$ cat src/rtl/core/rpn_pkg.sv
package rpn_pkg;

   // Stack geometry.
   localparam int STACK_DEPTH = 16;
   localparam int PTR_W       = $clog2(STACK_DEPTH + 1);
   localparam int IDX_W       = $clog2(STACK_DEPTH);

   // Word field widths.
   localparam int CMD_W    = 3;
   localparam int DATA_W   = 32;
   localparam int FRAC_W   = 16;
   localparam int COUNT_W  = 5;
   localparam int STATUS_W = 2;

   // Divider geometry: the dividend is the left operand scaled by 2^FRAC_W.
   localparam int QUOT_W    = DATA_W + FRAC_W;
   localparam int DIV_STEPS = QUOT_W;
   localparam int DIV_CNT_W = $clog2(DIV_STEPS);

   // Saturation limits.
   localparam logic signed [DATA_W-1:0] MAX_VAL = {1'b0, {(DATA_W-1){1'b1}}};
   localparam logic signed [DATA_W-1:0] MIN_VAL = {1'b1, {(DATA_W-1){1'b0}}};
   localparam logic [QUOT_W-1:0] Q_MIN_MAG = QUOT_W'(1) << (DATA_W - 1);
   localparam logic [QUOT_W-1:0] Q_MAX_MAG = Q_MIN_MAG - QUOT_W'(1);

   // Command codes.
   typedef enum logic [CMD_W-1:0] {
      CMD_PUSH = 3'd0,
      CMD_ADD  = 3'd1,
      CMD_SUB  = 3'd2,
      CMD_MUL  = 3'd3,
      CMD_DIV  = 3'd4,
      CMD_END  = 3'd5
   } cmd_type;

   // Status codes.
   typedef enum logic [STATUS_W-1:0] {
      STAT_OK        = 2'd0,
      STAT_UNDERFLOW = 2'd1,
      STAT_OVERFLOW  = 2'd2,
      STAT_DIVZERO   = 2'd3
   } status_type;

   // Sequencer states.
   typedef enum logic [2:0] {
      ST_IDLE,
      ST_EXEC,
      ST_MULR,
      ST_DIV,
      ST_DIVFIX,
      ST_WRITE,
      ST_DONE
   } state_type;

endpackage

$ cat src/rtl/core/rpn_req_if.sv
interface rpn_req_if import rpn_pkg::*; ();

   logic                     valid;
   logic                     ready;
   logic [CMD_W-1:0]         command;
   logic signed [DATA_W-1:0] operand_value;

   modport source (output valid, command, operand_value, input ready);
   modport sink (input valid, command, operand_value, output ready);

endinterface

$ cat src/rtl/core/rpn_rsp_if.sv
interface rpn_rsp_if import rpn_pkg::*; ();

   logic                     valid;
   logic                     ready;
   logic signed [DATA_W-1:0] top_value;
   logic [COUNT_W-1:0]       stack_count;
   logic [STATUS_W-1:0]      status;

   modport source (output valid, top_value, stack_count, status, input ready);
   modport sink (input valid, top_value, stack_count, status, output ready);

endinterface

$ cat src/rtl/core/rpn_stack_evaluator.sv
// RPN stack evaluator, signed Q16.16, one word at a time through a stack RAM.
// Path from accept to result: push, end, no-op and any error go through ST_EXEC and ST_DONE;
// add and subtract add ST_WRITE, multiply ST_MULR and ST_WRITE, divide the 48 steps of the
// bit-serial divider in ST_DIV, then ST_DIVFIX and ST_WRITE. A new word is taken only once the
// previous result has entered the output register, which ST_DONE waits for; the divider sets the worst case.
// Synchronous reset empties the stack; the stack RAM contents are not cleared.
module rpn_stack_evaluator import rpn_pkg::*; (
   input  logic       clock,
   input  logic       reset,
   rpn_req_if.sink    req_bus,
   rpn_rsp_if.source  rsp_bus
);

   // Stack RAM and its registered read ports.
   logic [DATA_W-1:0] stack_mem [STACK_DEPTH];
   logic signed [DATA_W-1:0] rd_top_ff;
   logic signed [DATA_W-1:0] rd_next_ff;

   state_type state_ff, state_in;
   logic [PTR_W-1:0] sp_ff, sp_in;
   logic [CMD_W-1:0] cmd_ff, cmd_in;
   logic signed [DATA_W-1:0] val_ff, val_in;
   logic signed [DATA_W-1:0] res_ff, res_in;
   logic signed [DATA_W-1:0] top_ff, top_in;
   status_type status_ff, status_in;
   logic signed [2*DATA_W-1:0] prod_ff, prod_in;
   logic [DATA_W-1:0] rem_ff, rem_in;
   logic [QUOT_W-1:0] quot_ff, quot_in;
   logic [DATA_W-1:0] divisor_ff, divisor_in;
   logic [DIV_CNT_W-1:0] div_cnt_ff, div_cnt_in;
   logic div_neg_ff, div_neg_in;
   logic rsp_valid_ff, rsp_valid_in;
   logic signed [DATA_W-1:0] rsp_top_ff, rsp_top_in;
   logic [COUNT_W-1:0] rsp_count_ff, rsp_count_in;
   logic [STATUS_W-1:0] rsp_status_ff, rsp_status_in;

   logic req_accept;
   logic rd_en;
   logic mem_we;
   logic [IDX_W-1:0] mem_waddr;
   logic [DATA_W-1:0] mem_wdata;
   logic [PTR_W-1:0] sp_m1;
   logic [PTR_W-1:0] sp_m2;
   logic signed [DATA_W-1:0] cur_top;
   logic [DATA_W:0] sum_ext;
   logic [DATA_W:0] diff_ext;
   logic signed [2*DATA_W-1:0] rnd;
   logic [DATA_W:0] rem_shift;
   logic [DATA_W:0] rem_sub;
   logic rem_ge;
   logic [DATA_W-1:0] lhs_mag;
   logic [DATA_W-1:0] rhs_mag;

   // Clamp a 33-bit two's complement sum to 32 bits.
   function automatic logic signed [DATA_W-1:0] sat_sum(input logic [DATA_W:0] s);
      logic signed [DATA_W-1:0] r;
      if (s[DATA_W] != s[DATA_W-1]) begin
         r = s[DATA_W] ? MIN_VAL : MAX_VAL;
      end else begin
         r = s[DATA_W-1:0];
      end
      return r;
   endfunction

   assign req_accept = req_bus.valid && req_bus.ready;
   assign req_bus.ready = (state_ff == ST_IDLE);
   assign rd_en = req_accept;

   assign sp_m1 = sp_ff - PTR_W'(1);
   assign sp_m2 = sp_ff - PTR_W'(2);
   assign cur_top = (sp_ff == '0) ? '0 : rd_top_ff;

   // Add and subtract on sign-extended operands.
   assign sum_ext = {rd_next_ff[DATA_W-1], rd_next_ff} + {rd_top_ff[DATA_W-1], rd_top_ff};
   assign diff_ext = {rd_next_ff[DATA_W-1], rd_next_ff} - {rd_top_ff[DATA_W-1], rd_top_ff};

   // Product rounded half up to Q16.16 (floor after adding one half).
   assign rnd = (prod_ff + (2*DATA_W)'(1 << (FRAC_W - 1))) >>> FRAC_W;

   // One restoring divider step.
   assign rem_shift = {rem_ff, quot_ff[QUOT_W-1]};
   assign rem_sub = rem_shift - {1'b0, divisor_ff};
   assign rem_ge = (rem_shift >= {1'b0, divisor_ff});

   assign lhs_mag = rd_next_ff[DATA_W-1] ? (~rd_next_ff + DATA_W'(1)) : rd_next_ff;
   assign rhs_mag = rd_top_ff[DATA_W-1] ? (~rd_top_ff + DATA_W'(1)) : rd_top_ff;

   // Next state and datapath control.
   always_comb begin
      state_in = state_ff;
      sp_in = sp_ff;
      cmd_in = cmd_ff;
      val_in = val_ff;
      res_in = res_ff;
      top_in = top_ff;
      status_in = status_ff;
      prod_in = prod_ff;
      rem_in = rem_ff;
      quot_in = quot_ff;
      divisor_in = divisor_ff;
      div_cnt_in = div_cnt_ff;
      div_neg_in = div_neg_ff;
      rsp_valid_in = rsp_valid_ff && !rsp_bus.ready;
      rsp_top_in = rsp_top_ff;
      rsp_count_in = rsp_count_ff;
      rsp_status_in = rsp_status_ff;
      mem_we = 1'b0;
      mem_waddr = sp_ff[IDX_W-1:0];
      mem_wdata = val_ff;

      case (state_ff)
         ST_IDLE: begin
            if (req_accept) begin
               cmd_in = req_bus.command;
               val_in = req_bus.operand_value;
               status_in = STAT_OK;
               state_in = ST_EXEC;
            end
         end

         ST_EXEC: begin
            state_in = ST_DONE;
            top_in = cur_top;
            case (cmd_ff)
               CMD_PUSH: begin
                  if (sp_ff >= PTR_W'(STACK_DEPTH)) begin
                     status_in = STAT_OVERFLOW;
                  end else begin
                     mem_we = 1'b1;
                     mem_waddr = sp_ff[IDX_W-1:0];
                     mem_wdata = val_ff;
                     sp_in = sp_ff + PTR_W'(1);
                     top_in = val_ff;
                  end
               end
               CMD_ADD, CMD_SUB: begin
                  if (sp_ff < PTR_W'(2)) begin
                     status_in = STAT_UNDERFLOW;
                  end else begin
                     res_in = (cmd_ff == CMD_ADD) ? sat_sum(sum_ext) : sat_sum(diff_ext);
                     state_in = ST_WRITE;
                  end
               end
               CMD_MUL: begin
                  if (sp_ff < PTR_W'(2)) begin
                     status_in = STAT_UNDERFLOW;
                  end else begin
                     prod_in = rd_next_ff * rd_top_ff;
                     state_in = ST_MULR;
                  end
               end
               CMD_DIV: begin
                  if (sp_ff < PTR_W'(2)) begin
                     status_in = STAT_UNDERFLOW;
                  end else if (rd_top_ff == '0) begin
                     status_in = STAT_DIVZERO;
                  end else begin
                     rem_in = '0;
                     quot_in = {lhs_mag, {FRAC_W{1'b0}}};
                     divisor_in = rhs_mag;
                     div_cnt_in = '0;
                     div_neg_in = rd_next_ff[DATA_W-1] ^ rd_top_ff[DATA_W-1];
                     state_in = ST_DIV;
                  end
               end
               CMD_END: begin
                  if (sp_ff == '0) begin
                     status_in = STAT_UNDERFLOW;
                  end else begin
                     sp_in = '0;
                  end
               end
               default: begin
                  top_in = cur_top;
               end
            endcase
         end

         ST_MULR: begin
            // Saturate the rounded product.
            if (rnd > (2*DATA_W)'(MAX_VAL)) begin
               res_in = MAX_VAL;
            end else if (rnd < (2*DATA_W)'(MIN_VAL)) begin
               res_in = MIN_VAL;
            end else begin
               res_in = rnd[DATA_W-1:0];
            end
            state_in = ST_WRITE;
         end

         ST_DIV: begin
            rem_in = rem_ge ? rem_sub[DATA_W-1:0] : rem_shift[DATA_W-1:0];
            quot_in = {quot_ff[QUOT_W-2:0], rem_ge};
            div_cnt_in = div_cnt_ff + DIV_CNT_W'(1);
            if (div_cnt_ff == DIV_CNT_W'(DIV_STEPS - 1)) begin
               state_in = ST_DIVFIX;
            end
         end

         ST_DIVFIX: begin
            // Apply the sign to the truncated quotient and saturate.
            if (div_neg_ff) begin
               res_in = (quot_ff > Q_MIN_MAG) ? MIN_VAL
                                              : (~quot_ff[DATA_W-1:0] + DATA_W'(1));
            end else begin
               res_in = (quot_ff > Q_MAX_MAG) ? MAX_VAL : quot_ff[DATA_W-1:0];
            end
            state_in = ST_WRITE;
         end

         ST_WRITE: begin
            // Replace the left operand with the result and drop the right one.
            mem_we = 1'b1;
            mem_waddr = sp_m2[IDX_W-1:0];
            mem_wdata = res_ff;
            sp_in = sp_m1;
            top_in = res_ff;
            state_in = ST_DONE;
         end

         ST_DONE: begin
            if (!rsp_valid_ff || rsp_bus.ready) begin
               rsp_valid_in = 1'b1;
               rsp_top_in = top_ff;
               rsp_count_in = COUNT_W'(sp_ff);
               rsp_status_in = status_ff;
               state_in = ST_IDLE;
            end
         end

         default: begin
            state_in = ST_IDLE;
         end
      endcase
   end

   // Control registers.
   always_ff @(posedge clock) begin
      if (reset) begin
         state_ff <= ST_IDLE;
         sp_ff <= '0;
         rsp_valid_ff <= 1'b0;
      end else begin
         state_ff <= state_in;
         sp_ff <= sp_in;
         rsp_valid_ff <= rsp_valid_in;
      end
   end

   // Payload registers.
   always_ff @(posedge clock) begin
      cmd_ff <= cmd_in;
      val_ff <= val_in;
      res_ff <= res_in;
      top_ff <= top_in;
      status_ff <= status_in;
      prod_ff <= prod_in;
      rem_ff <= rem_in;
      quot_ff <= quot_in;
      divisor_ff <= divisor_in;
      div_cnt_ff <= div_cnt_in;
      div_neg_ff <= div_neg_in;
      rsp_top_ff <= rsp_top_in;
      rsp_count_ff <= rsp_count_in;
      rsp_status_ff <= rsp_status_in;
   end

   // Stack RAM: one write port, two read ports with registered data.
   always_ff @(posedge clock) begin
      if (mem_we) begin
         stack_mem[mem_waddr] <= mem_wdata;
      end
      if (rd_en) begin
         rd_top_ff <= stack_mem[sp_m1[IDX_W-1:0]];
         rd_next_ff <= stack_mem[sp_m2[IDX_W-1:0]];
      end
   end

   assign rsp_bus.valid = rsp_valid_ff;
   assign rsp_bus.top_value = rsp_top_ff;
   assign rsp_bus.stack_count = rsp_count_ff;
   assign rsp_bus.status = rsp_status_ff;

   // The stack pointer never passes the stack depth.
   assert property (@(posedge clock) disable iff (reset) sp_ff <= PTR_W'(STACK_DEPTH))
      else $error("stack pointer beyond stack depth");

   // A result write-back always has two operands under it.
   assert property (@(posedge clock) disable iff (reset)
      (state_ff == ST_WRITE) |-> (sp_ff >= PTR_W'(2)))
      else $error("write-back with fewer than two entries");

   // An accepted word always moves on to execution.
   assert property (@(posedge clock) disable iff (reset)
      req_accept |=> (state_ff == ST_EXEC))
      else $error("accepted word did not start execution");

   // A divide-by-zero status only ever comes from a divide.
   assert property (@(posedge clock) disable iff (reset)
      (state_ff == ST_DONE && status_ff == STAT_DIVZERO) |-> (cmd_ff == CMD_DIV))
      else $error("divide-by-zero status on a non-divide word");

endmodule
$ cat src/flat_wrapper.sv
// flat-port wrapper written by rule: the top's interface ports become plain ports
module rpn_stack_evaluator_flat import rpn_pkg::*;
  (clock, reset, req_bus_valid, req_bus_command, req_bus_operand_value, req_bus_ready, rsp_bus_valid, rsp_bus_top_value, rsp_bus_stack_count, rsp_bus_status, rsp_bus_ready);
  rpn_req_if req_bus_i ();
  rpn_rsp_if rsp_bus_i ();
  input  logic clock;
  input  logic reset;
  input wire logic [$bits(req_bus_i.valid)-1:0] req_bus_valid;
  input wire logic [$bits(req_bus_i.command)-1:0] req_bus_command;
  input wire logic [$bits(req_bus_i.operand_value)-1:0] req_bus_operand_value;
  output wire logic [$bits(req_bus_i.ready)-1:0] req_bus_ready;
  output wire logic [$bits(rsp_bus_i.valid)-1:0] rsp_bus_valid;
  output wire logic [$bits(rsp_bus_i.top_value)-1:0] rsp_bus_top_value;
  output wire logic [$bits(rsp_bus_i.stack_count)-1:0] rsp_bus_stack_count;
  output wire logic [$bits(rsp_bus_i.status)-1:0] rsp_bus_status;
  input wire logic [$bits(rsp_bus_i.ready)-1:0] rsp_bus_ready;
  assign req_bus_i.valid = req_bus_valid;
  assign req_bus_i.command = req_bus_command;
  assign req_bus_i.operand_value = req_bus_operand_value;
  assign req_bus_ready = req_bus_i.ready;
  assign rsp_bus_valid = rsp_bus_i.valid;
  assign rsp_bus_top_value = rsp_bus_i.top_value;
  assign rsp_bus_stack_count = rsp_bus_i.stack_count;
  assign rsp_bus_status = rsp_bus_i.status;
  assign rsp_bus_i.ready = rsp_bus_ready;
  rpn_stack_evaluator u_core (.clock(clock), .reset(reset), .req_bus(req_bus_i), .rsp_bus(rsp_bus_i));
endmodule
$ cat config.mk
export PLATFORM = sky130hd
export DESIGN_NAME = rpn_stack_evaluator_flat
export DESIGN_NICKNAME = d
export VERILOG_FILES = /design/src/rtl/core/rpn_pkg.sv /design/src/rtl/core/rpn_req_if.sv /design/src/rtl/core/rpn_rsp_if.sv /design/src/rtl/core/rpn_stack_evaluator.sv /design/src/flat_wrapper.sv
export SDC_FILE = /design/constraint.sdc
export NUM_CORES = 2
export LEC_CHECK = 0
export BUFFER_PORTS_ARGS = -buffer_cell sky130_fd_sc_hd__buf_2
export CORE_UTILIZATION = 50
export DETAILED_ROUTE_END_ITERATION = 8
export PLACE_DENSITY = 0.65
export SYNTH_ARGS = -nofsm -noshare
export SYNTH_HDL_FRONTEND = slang
export SYNTH_SLANG_ARGS = --single-unit
$ cat constraint.sdc
create_clock -name clock -period 18.5 [get_ports clock]
set_clock_uncertainty 0.2 [all_clocks]
set_input_delay 3.7 -clock clock [delete_from_list [all_inputs] [get_ports clock]]
set_output_delay 3.7 -clock clock [all_outputs]
set_load 0.01 [all_outputs]
==> After elaboration in Yosys (flattened, before gate mapping) <==
Memory sizes are Yosys's and may differ from the RTL's. A register that Yosys moved wholly into a read port is not among the register bits.
Cells that the tools add are included.
{ "totals": {"register_bits": 332, "mem_bits_rw": 512, "inputBits": 39, "out_inout_bits": 41, "wordCells": 160, "memories": 1} }
{ "mem_list": {"columns": ["memory", "words", "word_bits", "rd", "rd_ports_with_merged_regs", "wr", "line_no", "source"], "rows": [
  ["u_core.stack_mem", 16, 32, 2, 2, 1, "rpn_stack_evaluator.sv:15", "logic [DATA_W-1:0] stack_mem [STACK_DEPTH];"]
]} }
{ "classes": {"n_addsub": 11, "n_mul": 1, "n_lt_le_gt_ge": 7, "n_eq_ne": 29, "mux": 62, "bitwise_logic": 6, "reduce_logical": 25} }
{ "ops": {"columns": ["cell", "n"], "rows": [
  ["32-bit two-way mux", 21],
  ["48-bit two-way mux", 3],
  ["32-bit one-hot mux with 2 select lines", 2],
  ["48-bit by 32-bit greater-than comparator with 1-bit output, second input constant", 2],
  ["32-bit inverter", 3],
  ["32-bit one-hot mux with 3 select lines", 1],
  ["48-bit one-hot mux with 2 select lines", 1],
  ["32-bit by 2-bit adder with 32-bit output, second input constant", 2],
  ["64-bit by 17-bit adder with 64-bit output, second input constant", 1],
  ["32-bit by 32-bit multiplier with 64-bit output", 1],
  ["48-bit by 31-bit greater-than comparator with 1-bit output, second input constant", 1],
  ["48-bit by 32-bit less-than comparator with 1-bit output, second input constant", 1],
  ["32-bit by 32-bit adder with 33-bit output", 1],
  ["33-bit by 32-bit greater-or-equal comparator with 1-bit output", 1],
  ["32-bit by 32-bit subtractor with 33-bit output", 1],
  ["32-bit by 1-bit adder with 32-bit output, second input constant", 1],
  ["32-bit logical NOT", 1],
  ["32-bit subtractor", 1],
  ["31-bit two-way mux", 1],
  ["5-bit one-hot mux with 2 select lines", 2],
  ["3-bit two-way mux", 6],
  ["6-bit two-way mux", 3],
  ["3-bit one-hot mux with 6 select lines", 1],
  ["3-bit == test, second input constant", 5],
  ["40 further kinds", 78]
]} }

==> Logic depth before layout (Yosys ltp) <==
{ "depth": {"ltp_word": 7, "ltp_mapped": 31, "mapped_depth_nobuf": 28} }

==> Least setup slack after synthesis <==
Ideal clock, no wire load.
{ "synth_path": {"kind": "register to register", "from": "register u_core.rd_next_ff[31] (read register of u_core.stack_mem)", "to": "register u_core.prod_ff[58] (data pin)", "setup_time_ns": 0.262, "arrival_ns": 8.208, "required_ns": 18.038, "setup_slack_ns": 9.829, "stages_incl_launch_ff": 29, "path_buffers": 4, "period_less_slack_ns": 8.671, "path_cell_list": "edfxtp_1 clkbuf_1 clkbuf_1 buf_1 nand2_1 inv_1 fa_1 fa_1 fa_1 fa_1 inv_1 fa_1 inv_1 fa_1 inv_1 fa_1 inv_1 fa_1 ha_1 clkbuf_1 a21o_1 a21o_1 nor2_1 nand4b_1 a31oi_1 o21ai_0 a21oi_1 o21bai_1 xor2_1"} }
{ "synth_via": {"elab_chain_cells": 1} }
{ "synth_lines": {"columns": ["element", "line_no", "source"], "rows": [
  ["start: declaration", "rpn_stack_evaluator.sv:17", "logic signed [DATA_W-1:0] rd_next_ff;"],
  ["32-bit by 32-bit multiplier with 64-bit output", "rpn_stack_evaluator.sv:148", "prod_in = rd_next_ff * rd_top_ff;"],
  ["end signal: assignment", "rpn_stack_evaluator.sv:257", "prod_ff <= prod_in;"],
  ["end: declaration", "rpn_stack_evaluator.sv:26", "logic signed [2*DATA_W-1:0] prod_ff, prod_in;"]
]} }
No other way between the ends.
A chain may end at the register's enable or synchronous reset.

==> Final worst setup path <==
Same ends and word-level chain as after synthesis.

==> results by group <==
Worst setup path
  – FF-to-FF setup slack: slightly below 9 ns
  – Crit. End Element: flip-flop
  – WP data required: between 15 and 20 ns
  – Critical path class: flip-flop to flip-flop
  – Worst R2R Path Depth: 25
  – CP Max Fanout: 18
  – CP startpoint kind: flip-flop
  – WP data arrival: between 10 and 15 ns

Synthesis
  – Syn Nets: between 8000 and 9000
  – Most used DFF post-synth: edfxtp_1
  – Sequential cell area fraction in the yosys report: 0.328
  – Flops & latches, synth: just under 900
  – Cell variety after synth: ~90
  – Post-synth EDFFs: between 800 and 900
  – Syn_area_per_cell: around 12 um2
  – Async S/R FF share, synth: 0
  – Yosys warnings: 0
  – Synthesized area: just over 80000 um2
  – Syn Inst Count: slightly above 7000

STA
  – Unrepaired setup endpoints after global routing: false
  – Min Tclk post-route: between 9 and 10 ns
  – Slew margin rel.: 0.158
  – Fmax: ~100 MHz
  – Slew Viols, Final: 0
  – Final-report hold violation count: 0
  – Final Cycle Share: 0.531
  – Final TNS setup: 0 ns
  – Slew @ Worst Pin: roughly 1.3 ns
  – Finish-stage setup viols: 0

Route
  – Vias: 55500
  – Routed length per instance: ~27 um
  – Starting DRT DRC Count: 5528
  – Pre-antenna DRT Iters: 5
  – Post-Route WL: around 240000 um
  – Final ANT Viol Nets: 0
  – DRC errors left: 0
  – Vias per inst: between 6 and 7

Clock network
  – Clk buf depth: 3
  – Root Driver: clkbuf_16
  – Later-pin clock latency in the skew report: approximately 0.77 ns
  – # clock sinks: 893
  – CTS tree: yes
  – H-tree depth: 3
  – Cts bufs inserted: 99
  – Clock-pin slew on the worst setup and hold paths: 0.07 ns
  – Post_cts resized: 0
  – CTS Hold Bufs: 0
  – Postcts setup bufs: 0

Place
  – Gp weighted congestion: 0.977
  – Dpl hpwl: between 150000 and 200000 um
  – Port Buffer Count: 79

Floorplanning
  – Initial Util: 0.506
  – Die Y: a little over 400 um
  – IO Pins: 80
  – Die Footprint: roughly 160000 um2
  – Die X: just over 400 um
  – Row count: around 150
  – Core area: 161000 um2

Finish
  – Layout cells sized above 1: 0.109
  – Final layout net count: around 8300
  – Area Overhead vs Synth: 7.51%

GRT
  – Pin count of the biggest net entering global routing: between 90 and 100
  – GRT overflow: 0
  – GRT Overall Usage: 0.305
  – Vias in the first global route: about 58000
  – Initial antenna violation count: 10
  – First-pass GRT wire length: ~370000 um

Status
  – Status: finished, final reports clean

Worst hold path
  – Worst min-delay path class: flip-flop to flip-flop
  – Hold Crit Depth: 0

Flow run
  – Max cap viols: 0
final cells by class:
type | instances | area (um2)
inverters | 1102 | 4140
clock inverters | 58 | 830
flip-flops and latches | 893 | 26700
repair buffers | 211 | 1400
clock buffers | 121 | 2590
fillers | 13700 | 73500
diodes | 1 | 2.50
multi-input cells | 4630 | 49200
well taps | 2160 | 2700
kinds of logic (layout without fill, tap and decap cells):
family,after synthesis,after routing,synth area share
muxes,335,335,0.0903
xor gates and xnor gates,234,234,0.0251
adders and majority gates,1371,1371,0.310
and+or+nand+nor,1900,1900,0.114
AOI/OAI and AO/OA,790,790,0.0614
other,0,1,0
DFF,893,893,0.328
buffers and inverters,1536,1492,0.0713
final timing paths:
check	from	endpoint
setup / recovery	u_core.rd_next_ff[31]	u_core.prod_ff[58]
setup reg to reg	u_core.rd_next_ff[31]	u_core.prod_ff[58]
hold / removal	u_core.top_ff[12]	u_core.rsp_bus.top_value[12]
hold reg to reg	u_core.top_ff[12]	u_core.rsp_bus.top_value[12]
metal layers:
layer  vias up  global-route usage  wire, um
li1      23300                   -         -
met4        10               0.136     12000
met2      2684               0.498    117000
met5         -                   0        68
met1     29000               0.404     95300
met3       545              0.0471     20000
registers in the layout, summed over array words and instances, names as in the netlist, 6 cells and up:
signal / flops
u_core.div_cnt_ff: 6
u_core.divisor_ff: 32
u_core.prod_ff: 49
u_core.quot_ff: 48
u_core.rd_next_ff: 32
u_core.rd_top_ff: 32
u_core.rem_ff: 32
u_core.res_ff: 32
u_core.rsp_bus.top_value: 32
u_core.stack_mem: 512
u_core.top_ff: 32
u_core.val_ff: 32
Yosys cell counts, types with 11 or more instances:
cell      number  area [um2]
inv_1       1099        4130
fa_1        1084       21700
edfxtp_1     884       26500
nand2_1      741        2780
and2_1       450        2820
clkbuf_1     373        1400
mux4_2       320        7210
nor2_1       314        1180
ha_1         287        3590
a21oi_1      223        1120
o21ai_0      175         876
xnor2_1      143        1250
xor2_1        91         797
nor3_1        68         340
a21o_1        62         465
nand3_1       61         305
o22ai_1       44         275
buf_1         42         158
and3_1        35         219
nand4_1       35         219
a22oi_1       34         255
nand2b_1      34         213
nor2b_1       32         200
o31ai_1       32         240
nor4_1        30         188
a31oi_1       27         169
o21a_1        26         195
or3_1         25         156
a211oi_1      22         165
o21bai_1      21         158
buf_2         16        80.1
o41ai_1       15         131
or4_1         15         113
mux2i_1       13         130
nor3b_1       13        97.6
o211ai_1      11        82.6
or2_2         11        68.8
cells in the final DEF, fill, tap and decap left out, types with 44 or more instances in the layout:
master / instances
a21o_1: 62
a21oi_1: 221
and2_1: 447
buf_2: 79
buf_4: 131
clkbuf_16: 100
edfxtp_1: 884
fa_1: 1084
ha_1: 285
inv_1: 1097
mux4_2: 320
nand2_1: 738
nand3_1: 61
nor2_1: 297
nor3_1: 67
o21ai_0: 175
o22ai_1: 44
xnor2_1: 141
xor2_1: 90
critical path: stages, from the launching register on:
cell,delay (ns)
edfxtp_1,0.33
buf_4,0.23
clkinv_1,0.69
nor2_1,0.51
fa_1,0.53
fa_1,0.49
fa_1,0.77
fa_1,1.04
inv_1,0.38
fa_1,0.57
inv_1,0.06
fa_1,0.54
inv_1,0.05
fa_1,0.48
inv_1,0.06
fa_1,0.46
ha_1,0.39
a21o_1,0.19
a21o_1,0.20
nor2_1,0.12
nand4b_1,0.19
a31oi_1,0.34
o21ai_0,0.19
a21oi_1,0.25
o21bai_1,0.10
xor2_1,0.15
stage by stage:
step | util | setup WS, ns | area (um2) | hold slack, ns | std cells
2_1_floorplan | - | 9.83 | 81500 | 0.200 | 7059
3_3_place_gp | 0.523 | 9.02 | 84200 | 0.205 | 8996
3_5_place_dp | 0.523 | 8.75 | 84200 | 0.208 | 8996
4_1_cts | 0.544 | 8.69 | 87600 | 0.225 | 9175
5_1_grt | 0.544 | 8.19 | 87600 | 0.233 | 9175
6_report | 0.544 | 8.68 | 87600 | 0.224 | 9176
Power is left out: the tool's default activity adds up to more than one toggle a clock period on the data nets, which glitch-free logic cannot reach.
